--- config.mk ---
export PLATFORM = sky130hd
export DESIGN_NAME = time_of_day_token_validator_core_flat
export DESIGN_NICKNAME = d
export VERILOG_FILES = /design/src/hw/rtl/tdv_pkg.sv /design/src/hw/rtl/tdv_char_if.sv /design/src/hw/rtl/tdv_result_if.sv /design/src/hw/rtl/tdv_parser.sv /design/src/hw/rtl/tdv_out_buf.sv /design/src/hw/rtl/time_of_day_token_validator_core.sv /design/src/flat_wrapper.sv
export SDC_FILE = /design/constraint.sdc
export NUM_CORES = 1
export LEC_CHECK = 0
export BUFFER_PORTS_ARGS = -buffer_cell sky130_fd_sc_hd__clkbuf_2
export CORE_ASPECT_RATIO = 2
export CORE_MARGIN = 5
export CORE_UTILIZATION = 55
export DETAILED_ROUTE_END_ITERATION = 12
export HOLD_SLACK_MARGIN = 0.03
export PLACE_DENSITY_LB_ADDON = 0.15
export SYNTH_ARGS = -nofsm -noshare
export SYNTH_HDL_FRONTEND = slang
export SYNTH_SLANG_ARGS = --single-unit
--- constraint.sdc ---
create_clock -name i_clk -period 5.25 [get_ports i_clk]
set_clock_uncertainty 0.05 [all_clocks]
set_input_delay 1.05 -clock i_clk [delete_from_list [all_inputs] [get_ports i_clk]]
set_output_delay 1.05 -clock i_clk [all_outputs]
set_load 0.05 [all_outputs]
--- src/hw/rtl/tdv_pkg.sv ---
// Package for the time-of-day token validator.
// Holds widths, character codes, register indexes and shared types.
// No dependencies.
package tdv_pkg;

    // Field and state widths.
    localparam int CHAR_W     = 8;
    localparam int FIELD_W    = 7;
    localparam int RUN_W      = 2;
    localparam int SEP_W      = 2;
    localparam int COUNT_W    = 16;
    localparam int CFG_IDX_W  = 1;
    localparam int CFG_DATA_W = 7;
    localparam int PROD_W     = 11;

    // Character codes.
    localparam logic [CHAR_W-1:0] CHAR_ZERO  = 8'h30;
    localparam logic [CHAR_W-1:0] CHAR_NINE  = 8'h39;
    localparam logic [CHAR_W-1:0] CHAR_COLON = 8'h3A;

    // Token format.
    localparam logic [RUN_W-1:0] DIGITS_PER_FIELD = 2'd2;
    localparam logic [SEP_W-1:0] LAST_SEPARATOR   = 2'd2;
    localparam logic [3:0]       RADIX            = 4'd10;
    localparam logic [FIELD_W-1:0] FIELD_MAX      = 7'd99;

    // Register reset values.
    localparam logic [FIELD_W-1:0] HOUR_LIMIT_RST  = 7'd23;
    localparam logic [FIELD_W-1:0] FIELD_LIMIT_RST = 7'd59;

    // Saturation point of the valid token count.
    localparam logic [COUNT_W-1:0] COUNT_MAX = '1;

    // Configuration register indexes.
    typedef enum logic [CFG_IDX_W-1:0] {
        CFG_HOUR_LIMIT  = 1'b0,
        CFG_FIELD_LIMIT = 1'b1
    } t_cfg_idx;

    // One configuration write.
    typedef struct packed {
        logic                  we;
        t_cfg_idx              idx;
        logic [CFG_DATA_W-1:0] data;
    } t_cfg_write;

    // One result item.
    typedef struct packed {
        logic               token_valid;
        logic [COUNT_W-1:0] valid_count;
    } t_result;

endpackage

--- src/hw/rtl/tdv_char_if.sv ---
// Character channel of the time-of-day token validator.
// Carries valid, ready and one character with its end-of-token flag.
// Depends on tdv_pkg.
interface tdv_char_if
    import tdv_pkg::*;
();
    logic              valid;
    logic              ready;
    logic [CHAR_W-1:0] char_code;
    logic              last_of_token;

    modport source (output valid, output char_code, output last_of_token, input ready);
    modport sink   (input valid, input char_code, input last_of_token, output ready);
endinterface

--- src/hw/rtl/tdv_result_if.sv ---
// Result channel of the time-of-day token validator.
// Carries valid, ready, the token verdict and the valid token count.
// Depends on tdv_pkg.
interface tdv_result_if
    import tdv_pkg::*;
();
    logic               valid;
    logic               ready;
    logic               token_valid;
    logic [COUNT_W-1:0] valid_count;

    modport source (output valid, output token_valid, output valid_count, input ready);
    modport sink   (input valid, input token_valid, input valid_count, output ready);
endinterface

--- src/hw/rtl/tdv_parser.sv ---
// Token parser: limit registers, per-token state and the valid token count.
// Updates the state on each character transfer and produces a result on the last one.
// Depends on tdv_pkg.
module tdv_parser
    import tdv_pkg::*;
(
    input  logic              i_clk,
    input  logic              i_rst_n,
    input  t_cfg_write        i_cfg,
    input  logic              i_take,
    input  logic [CHAR_W-1:0] i_char_code,
    input  logic              i_last_of_token,
    output logic              o_push,
    output t_result           o_result
);

    logic [FIELD_W-1:0] r_hour_limit;
    logic [FIELD_W-1:0] r_field_limit;
    logic [RUN_W-1:0]   r_digit_run,   n_digit_run;
    logic [SEP_W-1:0]   r_sep_count,   n_sep_count;
    logic [FIELD_W-1:0] r_field_value, n_field_value;
    logic               r_token_bad,   n_token_bad;
    logic [COUNT_W-1:0] r_good_tokens, n_good_tokens;

    logic              w_is_digit;
    logic              w_is_colon;
    logic [PROD_W-1:0] w_value;
    logic [FIELD_W-1:0] w_limit;
    logic              w_ok;

    // Configuration writes.
    always_ff @(posedge i_clk) begin
        if (!i_rst_n) begin
            r_hour_limit  <= HOUR_LIMIT_RST;
            r_field_limit <= FIELD_LIMIT_RST;
        end else if (i_cfg.we) begin
            unique case (i_cfg.idx)
                CFG_HOUR_LIMIT:  r_hour_limit  <= i_cfg.data;
                CFG_FIELD_LIMIT: r_field_limit <= i_cfg.data;
                default: ;
            endcase
        end
    end

    // Character classification and the running field value.
    assign w_is_digit = (i_char_code >= CHAR_ZERO) && (i_char_code <= CHAR_NINE);
    assign w_is_colon = (i_char_code == CHAR_COLON);
    assign w_value    = (PROD_W'(r_field_value) * PROD_W'(RADIX))
                      + PROD_W'(i_char_code[3:0]);
    assign w_limit    = (r_sep_count == '0) ? r_hour_limit : r_field_limit;

    // Next token state for one character.
    always_comb begin
        n_digit_run   = r_digit_run;
        n_sep_count   = r_sep_count;
        n_field_value = r_field_value;
        n_token_bad   = r_token_bad;
        if (!r_token_bad) begin
            if (w_is_digit) begin
                if (r_digit_run >= DIGITS_PER_FIELD) begin
                    n_token_bad = 1'b1;
                end else if (w_value > PROD_W'(w_limit)) begin
                    n_token_bad = 1'b1;
                end else begin
                    n_field_value = w_value[FIELD_W-1:0];
                    n_digit_run   = r_digit_run + 1'b1;
                end
            end else if (w_is_colon) begin
                if (r_digit_run != DIGITS_PER_FIELD || r_sep_count >= LAST_SEPARATOR) begin
                    n_token_bad = 1'b1;
                end else begin
                    n_field_value = '0;
                    n_digit_run   = '0;
                    n_sep_count   = r_sep_count + 1'b1;
                end
            end else begin
                n_token_bad = 1'b1;
            end
        end
    end

    // Verdict and count at the end of a token.
    assign w_ok = !n_token_bad && (n_sep_count == LAST_SEPARATOR)
               && (n_digit_run == DIGITS_PER_FIELD);
    assign n_good_tokens = (w_ok && r_good_tokens != COUNT_MAX) ? r_good_tokens + 1'b1
                                                                : r_good_tokens;

    assign o_push               = i_take && i_last_of_token;
    assign o_result.token_valid = w_ok;
    assign o_result.valid_count = n_good_tokens;

    // Token state; cleared at each token end.
    always_ff @(posedge i_clk) begin
        if (!i_rst_n) begin
            r_digit_run   <= '0;
            r_sep_count   <= '0;
            r_field_value <= '0;
            r_token_bad   <= 1'b0;
            r_good_tokens <= '0;
        end else if (i_take) begin
            if (i_last_of_token) begin
                r_digit_run   <= '0;
                r_sep_count   <= '0;
                r_field_value <= '0;
                r_token_bad   <= 1'b0;
                r_good_tokens <= n_good_tokens;
            end else begin
                r_digit_run   <= n_digit_run;
                r_sep_count   <= n_sep_count;
                r_field_value <= n_field_value;
                r_token_bad   <= n_token_bad;
            end
        end
    end

    // The separator count never passes the last separator.
    a_sep_range: assert property (@(posedge i_clk) disable iff (!i_rst_n)
        $past(i_rst_n) |-> r_sep_count <= LAST_SEPARATOR)
        else $error("separator count out of range");

    // A field never holds more than two digits or a value above 99.
    a_field_range: assert property (@(posedge i_clk) disable iff (!i_rst_n)
        $past(i_rst_n) |-> (r_digit_run <= DIGITS_PER_FIELD && r_field_value <= FIELD_MAX))
        else $error("field state out of range");

    // The valid token count never goes down.
    a_count_mono: assert property (@(posedge i_clk) disable iff (!i_rst_n)
        $past(i_rst_n) |-> r_good_tokens >= $past(r_good_tokens))
        else $error("valid token count decreased");

endmodule

--- src/hw/rtl/tdv_out_buf.sv ---
// Result register with a skid stage for the token validator.
// Lets a character transfer proceed while a finished result waits downstream.
// Depends on tdv_pkg.
module tdv_out_buf
    import tdv_pkg::*;
(
    input  logic    i_clk,
    input  logic    i_rst_n,
    input  logic    i_push,
    input  t_result i_data,
    output logic    o_space,
    output logic    o_valid,
    output t_result o_data,
    input  logic    i_ready
);

    logic    r_out_valid;
    logic    r_skid_valid;
    t_result r_out_data;
    t_result r_skid_data;
    logic    w_pop;

    assign w_pop   = r_out_valid && i_ready;
    assign o_space = !r_skid_valid;
    assign o_valid = r_out_valid;
    assign o_data  = r_out_data;

    // Valid flags of the result and skid stages.
    always_ff @(posedge i_clk) begin
        if (!i_rst_n) begin
            r_out_valid  <= 1'b0;
            r_skid_valid <= 1'b0;
        end else begin
            if (!r_out_valid || w_pop) begin
                r_out_valid  <= r_skid_valid || i_push;
                r_skid_valid <= r_skid_valid && i_push;
            end else if (i_push) begin
                r_skid_valid <= 1'b1;
            end
        end
    end

    // Payload movement between the stages.
    always_ff @(posedge i_clk) begin
        if (!r_out_valid || w_pop) begin
            if (r_skid_valid) begin
                r_out_data <= r_skid_data;
            end else if (i_push) begin
                r_out_data <= i_data;
            end
        end
        if (i_push && r_out_valid && !(w_pop && !r_skid_valid)) begin
            r_skid_data <= i_data;
        end
    end

    // The skid stage is only occupied behind a full result stage.
    a_skid_order: assert property (@(posedge i_clk) disable iff (!i_rst_n)
        r_skid_valid |-> r_out_valid)
        else $error("skid stage full while result stage empty");

    // No result arrives while both stages are full.
    a_no_overflow: assert property (@(posedge i_clk) disable iff (!i_rst_n)
        i_push |-> !r_skid_valid)
        else $error("result pushed into a full buffer");

    // A waiting skid entry moves up when the result stage is taken.
    a_skid_moves: assert property (@(posedge i_clk) disable iff (!i_rst_n)
        (r_skid_valid && i_ready) |=> r_out_valid)
        else $error("skid entry lost");

endmodule

--- src/hw/rtl/time_of_day_token_validator_core.sv ---
// Time-of-day token validator, top level.
// A token's result is registered in the result buffer on the transfer of its last character.
// Throughput: one character per cycle while the result buffer has room, set by the token state update.
// A two-entry result buffer keeps characters flowing while one result waits downstream.
// Reset (synchronous, active low) clears the token state and the count, sets limits 23 and 59.
// Depends on tdv_pkg, tdv_char_if, tdv_result_if, tdv_parser and tdv_out_buf.
module time_of_day_token_validator_core
    import tdv_pkg::*;
(
    input  logic                  i_clk,
    input  logic                  i_rst_n,
    input  logic                  i_cfg_we,
    input  logic [CFG_IDX_W-1:0]  i_cfg_idx,
    input  logic [CFG_DATA_W-1:0] i_cfg_data,
    tdv_char_if.sink              i_char,
    tdv_result_if.source          o_result
);

    t_cfg_write w_cfg;
    logic       w_space;
    logic       w_take;
    logic       w_push;
    t_result    w_result;
    t_result    w_out_data;

    // Configuration write bundle.
    assign w_cfg.we   = i_cfg_we;
    assign w_cfg.idx  = t_cfg_idx'(i_cfg_idx);
    assign w_cfg.data = i_cfg_data;

    // A character transfers whenever the result buffer has room.
    assign i_char.ready = w_space;
    assign w_take       = i_char.valid && w_space;

    tdv_parser u_parser (
        .i_clk           (i_clk),
        .i_rst_n         (i_rst_n),
        .i_cfg           (w_cfg),
        .i_take          (w_take),
        .i_char_code     (i_char.char_code),
        .i_last_of_token (i_char.last_of_token),
        .o_push          (w_push),
        .o_result        (w_result)
    );

    tdv_out_buf u_out_buf (
        .i_clk   (i_clk),
        .i_rst_n (i_rst_n),
        .i_push  (w_push),
        .i_data  (w_result),
        .o_space (w_space),
        .o_valid (o_result.valid),
        .o_data  (w_out_data),
        .i_ready (o_result.ready)
    );

    // Result channel payload.
    assign o_result.token_valid = w_out_data.token_valid;
    assign o_result.valid_count = w_out_data.valid_count;

endmodule

--- src/flat_wrapper.sv ---
// flat-port wrapper written by rule: the top's interface ports become plain ports
module time_of_day_token_validator_core_flat import tdv_pkg::*;
  (i_clk, i_rst_n, i_cfg_we, i_cfg_idx, i_cfg_data, i_char_valid, i_char_char_code, i_char_last_of_token, i_char_ready, o_result_valid, o_result_token_valid, o_result_valid_count, o_result_ready);
  tdv_char_if i_char_i ();
  tdv_result_if o_result_i ();
  input  logic i_clk;
  input  logic i_rst_n;
  input  logic i_cfg_we;
  input  logic [CFG_IDX_W-1:0] i_cfg_idx;
  input  logic [CFG_DATA_W-1:0] i_cfg_data;
  input wire logic [$bits(i_char_i.valid)-1:0] i_char_valid;
  input wire logic [$bits(i_char_i.char_code)-1:0] i_char_char_code;
  input wire logic [$bits(i_char_i.last_of_token)-1:0] i_char_last_of_token;
  output wire logic [$bits(i_char_i.ready)-1:0] i_char_ready;
  output wire logic [$bits(o_result_i.valid)-1:0] o_result_valid;
  output wire logic [$bits(o_result_i.token_valid)-1:0] o_result_token_valid;
  output wire logic [$bits(o_result_i.valid_count)-1:0] o_result_valid_count;
  input wire logic [$bits(o_result_i.ready)-1:0] o_result_ready;
  assign i_char_i.valid = i_char_valid;
  assign i_char_i.char_code = i_char_char_code;
  assign i_char_i.last_of_token = i_char_last_of_token;
  assign i_char_ready = i_char_i.ready;
  assign o_result_valid = o_result_i.valid;
  assign o_result_token_valid = o_result_i.token_valid;
  assign o_result_valid_count = o_result_i.valid_count;
  assign o_result_i.ready = o_result_ready;
  time_of_day_token_validator_core u_core (.i_clk(i_clk), .i_rst_n(i_rst_n), .i_cfg_we(i_cfg_we), .i_cfg_idx(i_cfg_idx), .i_cfg_data(i_cfg_data), .i_char(i_char_i), .o_result(o_result_i));
endmodule
==> results.py, run 1 <==
metrics = {
    "outcome": {
        "outcome": "finished clean",
    },
    "yosys": {
        "synth_area_leaders": "edfxtp_1 24%, dfxtp_1 21%, ha_1 7.0%",
        "synth-edff-count": 34,
        "ys.flop_type": "dfxtp_1",
        "ys_ff_latch": 78,
        "synth_top_area_share_pct": 23.96,
        "syn_area_um2": 4260,
        "async_flop_share_pct": 0,
        "synth.net_count": 475,
        "synth_area_leader_cell": "edfxtp_1",
        "ys_warn_count": 0,
        "avgSynthCellArea_um2": 9.977,
        "syn_inst": 427,
        "synth_seq_area_share_pct": 44.64,
        "ys_types": 54,
    },
    "die": {
        "die_h_um": 134.5,
        "rows": 45,
        "die_w_um": 72.24,
        "io_pins": 41,
        "coreArea_um2": 7601,
        "floorplan.die_area_um2": 9713,
        "start_util_pct": 56.05,
    },
    "setup_path": {
        "endpoint_kind": "register",
        "cp.arrival_ns": 4.66,
        "critPathLaunchType": "primary input",
        "worstSetupPathType": "in -> reg",
        "critPathMaxFanout": 16,
        "worstPathRequired_ns": 5.46,
    },
    "power_and_ir_drop": {
        "switchingPower_uw": 316.0,
        "power_leakage_uw": 0.001975,
        "swShare_pct": 22.80,
        "power_density_nw_per_um2": 285.8,
        "p_clk_share_pct": 45.5,
        "seqPwrFrac_pct": 46.9,
        "p_int_uw": 1070,
        "combPwrFrac_pct": 7.6,
        "vdd.ir_drop.worst_mv": 0.2147,
    },
    "timing": {
        "grt_setup_unrepaired": "no",
        "fmax_ghz": 0.2251,
        "min_period_ns": 4.442,
        "slew_viol_final": 0,
        "worst_slew_pin_slew_ns": 1.219,
        "timing.hold.ws_ns": 0.4163,
        "final-hold-violation-count": 0,
        "relSlewSlack_pct": 17.73,
        "post-route-period-util_pct": 84.61,
        "setup_viol_count_final": 0,
        "setup_tns_ns": 0,
    },
    "route": {
        "routed_wirelength_um": 9424,
        "ant_nets": 0,
        "vias": 3349,
        "wl_per_cell_um": 16.77,
        "drt_iter0_drc": 261,
        "drc_errors": 0,
        "drt-pass1-iter-count": 4,
        "viasPerCell": 5.959,
    },
    "global_routing": {
        "overflow": 0,
        "grt_pass1_wl_um": 15300,
        "grt_max_degree": 53,
        "top_usage_layer": "met2",
        "use_met2_pct": 38.32,
        "first_global_vias": 3256,
        "grtUsageTotal_pct": 20.28,
        "antenna_found_initial": 0,
        "use_met1_pct": 19.87,
        "met3_usage_pct": 4.173,
    },
    "run": {
        "cap_violations": 0,
    },
    "place": {
        "portBuffers": 40,
        "dp.final_hpwl_um": 7172,
        "gp_congestion": 0.8908,
    },
    "layout": {
        "areaGrowthSynthToFinish_pct": 13.83,
        "nets": 511,
        "layout-drive-gt1-share_pct": 18.38,
        "fillers": 653,
        "antenna_cells": 0,
    },
    "hold_path": {
        "worstHoldPathType": "reg -> reg",
    },
    "clocking": {
        "cts_tree": "built",
        "clk_latency_ns": 0.33,
        "clock-root-buffer": "clkbuf_16",
        "cts.sinks": 78,
        "clk_path_buf_depth": 2,
        "cts.repair.resized": 0,
        "cts_setup_buffers": 0,
        "cts_hold_buf": 0,
        "clkTransAtPathRegs_ns": 0.06,
        "cts_max_level": 3,
        "cts_buffers": 9,
    },
}
-- power groups by stage --
stage | logic (µW) | clock network (µW) | registers, µW
detailed placement | 106 | 0 | 663
CTS | 106 | 638 | 650
floorplan | 49.7 | 0 | 684
global route | 115 | 666 | 651
global placement | 103 | 0 | 663
finish | 105 | 631 | 650
-- path summary, 6_finish.rpt --
path                                          from                                to  slack, ns  cells after the start
setup / recovery               i_char_char_code[1]  u_core.u_parser.r_good_tokens[6]       0.81                     14
setup reg to reg  u_core.u_parser.r_field_value[1]  u_core.u_parser.r_good_tokens[6]       0.93                     15
hold / removal     u_core.u_parser.r_hour_limit[0]   u_core.u_parser.r_hour_limit[0]       0.42                      2
hold reg to reg    u_core.u_parser.r_hour_limit[0]   u_core.u_parser.r_hour_limit[0]       0.42                      2
-- final cells by class --
cell class	count	area, µm²	area share [%]
well taps	94	117.6	2.425
multi-input cells	318	2245	46.28
repair buffers	44	230.2	4.747
flip-flops and latches	78	1902	39.22
clock buffers	11	252.7	5.212
clock inverters	5	57.56	1.187
inverters	12	45.04	0.9288
-- cells in the mapped netlist (all sizes together) (3+ instances only) --
library cell and count:
xnor2 6, nor2b 5, mux2i 14, buf 4, nor4 16, o21a 4
ha 24, inv 12, nand3 26, o311ai 3, xor2 11, o31ai 5
nand2 61, a21boi 10, and2 4, or3 9, edfxtp 34, nand4 7
o21ai 8, a21oi 5, nand2b 12, a22o 7, clkbuf 15, dfxtp 44
o211ai 3, mux2 20, nor2 20, o31a 4, or4 4, nor3 9
-- metrics by stage --
step	setup WS [ns]	instances	power, µW	util (%)	instance area, µm²
2_1_floorplan	0.8852	427	733.8	-	4260
3_3_place_gp	0.5780	546	766.1	59.72	4539
3_5_place_dp	0.4872	546	768.8	59.72	4539
4_1_cts	0.8275	562	1394	63.80	4850
5_1_grt	0.6302	562	1433	63.80	4850
6_report	0.8081	562	1386	63.80	4850
-- cell usage in the layout (no fill, tap or decap), types with 11 or more instances in the layout --
master and n:
ha_1 24, mux2_2 20, edfxtp_1 34, nand2b_1 11
nor4_1 15, inv_1 12, mux2i_1 14, clkbuf_2 40
nand3_1 26, xor2_1 11, nand2_1 61, nor2_1 20
dfxtp_1 44
-- critical path, stage by stage --
cell      delay [ns]
clkbuf_2        0.10
ha_1            0.23
fa_1            0.40
a21oi_1         0.21
nor2b_1         0.08
xnor2_1         0.24
ha_1            0.29
o21a_1          0.17
o22a_1          0.18
o22ai_1         0.16
o211ai_1        0.20
or3_1           0.62
or4_1           0.57
a21boi_1        0.15
-- cell families (layout without fill, tap and decap cells) --
family	Yosys count	count (layout)	share of synthesized area, %
mux	34	34	8.576
flops	78	78	44.64
xor+xnor	17	17	3.495
buf+inv	31	72	2.790
simple gates	180	180	21.44
fa+ha+maj	26	26	7.988
compound gates	61	61	11.07
-- state kept, by name, indices dropped and copies added (netlist names) --
register,flops
u_core.u_out_buf.o_data,17
u_core.u_out_buf.r_skid_data,17
u_core.u_parser.r_good_tokens,16
u_core.u_parser.r_field_limit,7
u_core.u_parser.r_field_value,7
u_core.u_parser.r_hour_limit,7
u_core.u_parser.r_digit_run,2
u_core.u_parser.r_sep_count,2
u_core.u_out_buf.o_valid,1
u_core.u_out_buf.r_skid_valid,1
u_core.u_parser.r_token_bad,1
-- per-layer routing --
metal / up-vias / share of wire (%)
li1: 1654 / -
met1: 1602 / 37
met2: 77 / 57
met3: 16 / 3.2
met4: 0 / 3.3
met5: - / 0
(Power assumes the default switching activity.)
==> run 2: changes to the inputs <==
clock period = 4.43 ns   (was 5.25 ns; I/O delays follow)
==> run 2 against run 1 <==
Flip-flop and latch count is the same. Sequential share of layout area decreased by 0.48 points. Power is 15% higher. Via count up 2.6%. Die area did not move. Global-route usage grew 1.0 points. Worst hold slack lost 0.0043 ns. Wire length increased by 5.3%. Sequential power is 18% higher. Critical path type is now reg -> reg. Critical endpoint is now u_core.u_out_buf.o_data[15]. Largest power group unchanged. Highest routed layer unchanged.
==> results.py, run 2 (synthesized netlist as in run 1, its figures left out) <==
metrics = {
    "timing": {
        "grt_setup_unrepaired": "no",
        "worst_slew_pin_slew_ns": 1.376,
        "timing.hold.ws_ns": 0.4119,
        "relSlewSlack_pct": 7.078,
        "min_period_ns": 4.178,
        "post-route-period-util_pct": 94.30,
        "final-hold-violation-count": 0,
        "slew_viol_final": 0,
        "setup_slack_ns": 0.2523,
        "setup_viol_count_final": 0,
        "fmax_ghz": 0.2394,
    },
    "place": {
        "portBuffers": 40,
        "gp_congestion": 0.9130,
        "dp.final_hpwl_um": 7511,
        "dp_cells": 555,
        "preCtsSetupSlack_ns": -0.05220,
    },
    "global_routing": {
        "grtUsageTotal_pct": 21.29,
        "use_met2_pct": 39.70,
        "first_global_vias": 3384,
        "overflow": 0,
        "met3_usage_pct": 4.098,
        "antenna_found_initial": 0,
        "grt_pass1_wl_um": 15970,
        "grt_max_degree": 44,
        "use_met1_pct": 20.49,
        "top_usage_layer": "met2",
    },
    "layout": {
        "mostFrequentLayoutCell": "nand2_1",
        "stdcell_count": 572,
        "layout_common_cells": "61 x nand2_1, 43 x dfxtp_1, 40 x clkbuf_2",
        "antenna_cells": 0,
        "layout-drive-gt1-share_pct": 20.92,
        "nets": 521,
        "areaGrowthSynthToFinish_pct": 15.33,
    },
    "clocking": {
        "clk_latency_ns": 0.34,
        "cts.sinks": 78,
        "cts_tree": "built",
        "cts_max_level": 3,
        "cts_setup_buffers": 0,
        "cts_buffers": 9,
        "cts_hold_buf": 0,
        "clkTransAtPathRegs_ns": 0.06,
        "clk_path_buf_depth": 2,
        "clock-root-buffer": "clkbuf_16",
    },
    "route": {
        "vias": 3436,
        "drt_iter0_drc": 281,
        "wl_per_cell_um": 17.35,
        "ant_nets": 0,
        "viasPerCell": 6.007,
        "routed_wirelength_um": 9927,
        "drc_errors": 0,
        "drt-pass1-iter-count": 4,
    },
    "setup_path": {
        "cp_common_cell": "ha_1",
        "critical_path.cell_chain": "ha_1, ha_1, inv_1, fa_1, nand2b_1, nor2_1, xnor2_1, ha_1, o21a_1, o22a_1, o22ai_1, o211ai_1, buf_4, nor3_1, mux2_2, mux2_2",
        "worstPathRequired_ns": 4.47,
        "cpLargestDelayFamily": "adder cells",
        "critPathMaxFanout": 6,
        "worstSetupPathType": "reg -> reg",
        "slowest_stage": "fa_1",
        "critPathLaunchType": "register",
        "cp.depth": 16,
        "endpoint_kind": "register",
        "cpPeakStageDelay_ns": 0.43,
        "rr_worst_depth": 16,
        "worst-path-buf-inv": 2,
        "cp.arrival_ns": 4.22,
    },
    "power_and_ir_drop": {
        "power_leakage_uw": 0.002016,
        "fin_total_pwr_uw": 1592,
        "power_density_nw_per_um2": 324.0,
        "vdd.ir_drop.worst_mv": 0.2343,
    },
    "hold_path": {
        "worstHoldPathType": "reg -> reg",
        "holdPathStages": 2,
    },
    "outcome": {
        "outcome": "finished clean",
    },
    "die": {
        "die_h_um": 134.5,
        "die_w_um": 72.24,
        "rows": 45,
        "floorplan.die_area_um2": 9713,
        "start_util_pct": 56.05,
        "coreArea_um2": 7601,
        "io_pins": 41,
    },
    "run": {
        "cap_violations": 0,
    },
}
-- run 2: worst register-to-register path: cells and delay by family (launching register included) --
kind                       cells  cell delay [ns]
and+or+nand+nor                3             0.53
muxes                          2             0.64
DFF                            1             0.35
xor gates and xnor gates       1             0.17
AOI/OAI and AO/OA              4             0.64
buffers and inverters          2             0.30
adders and majority gates      4             1.24
-- run 2: final cells by class --
type | count | area [µm²]
Inverter | 12 | 45.04
Fill cell | 625 | 2688
Timing Repair Buffer | 54 | 302.8
Sequential cell | 78 | 1903
Clock inverter | 7 | 57.56
Clock buffer | 9 | 225.2
Tap cell | 94 | 117.6
Multi-Input combinational cell | 318 | 2262
-- run 2: final timing paths --
kind / from / end / slack, ns
worst max register to register: u_core.u_parser.r_field_value[1] / u_core.u_out_buf.o_data[15] / 0.25
worst min-delay path: u_core.u_parser.r_field_limit[0] / u_core.u_parser.r_field_limit[0] / 0.41
worst max-delay path: u_core.u_parser.r_field_value[1] / u_core.u_out_buf.o_data[15] / 0.25
worst min register to register: u_core.u_parser.r_field_limit[0] / u_core.u_parser.r_field_limit[0] / 0.41
-- run 2: per-layer routing --
layer	part of all wire [%]	up-vias
met5	0	-
met4	5.4	0
met3	3.4	30
met2	56	95
met1	35	1646
li1	-	1665
-- run 2: through the flow --
step	util [%]	area, µm²	setup TNS (ns)
final	64.64	4913	0
after global routing	64.64	4913	0
after CTS	64.33	4890	0
after detailed placement	60.61	4607	-0.1314
after global placement	60.61	4607	-0.01936
after floorplan	-	4260	0
-- run 2: report_power, final --
part | internal (µW) | switching (µW)
clock | 387 | 306
sequential | 763 | 6.84
combinational | 40.7 | 88.3
total | 1190 | 401
-- run 2: what timing repair did --
item / CTS / global route
endpoints found under the setup margin: 0 / 22
gates resized for setup: 0 / 5
endpoints found under the hold margin: 0 / 0
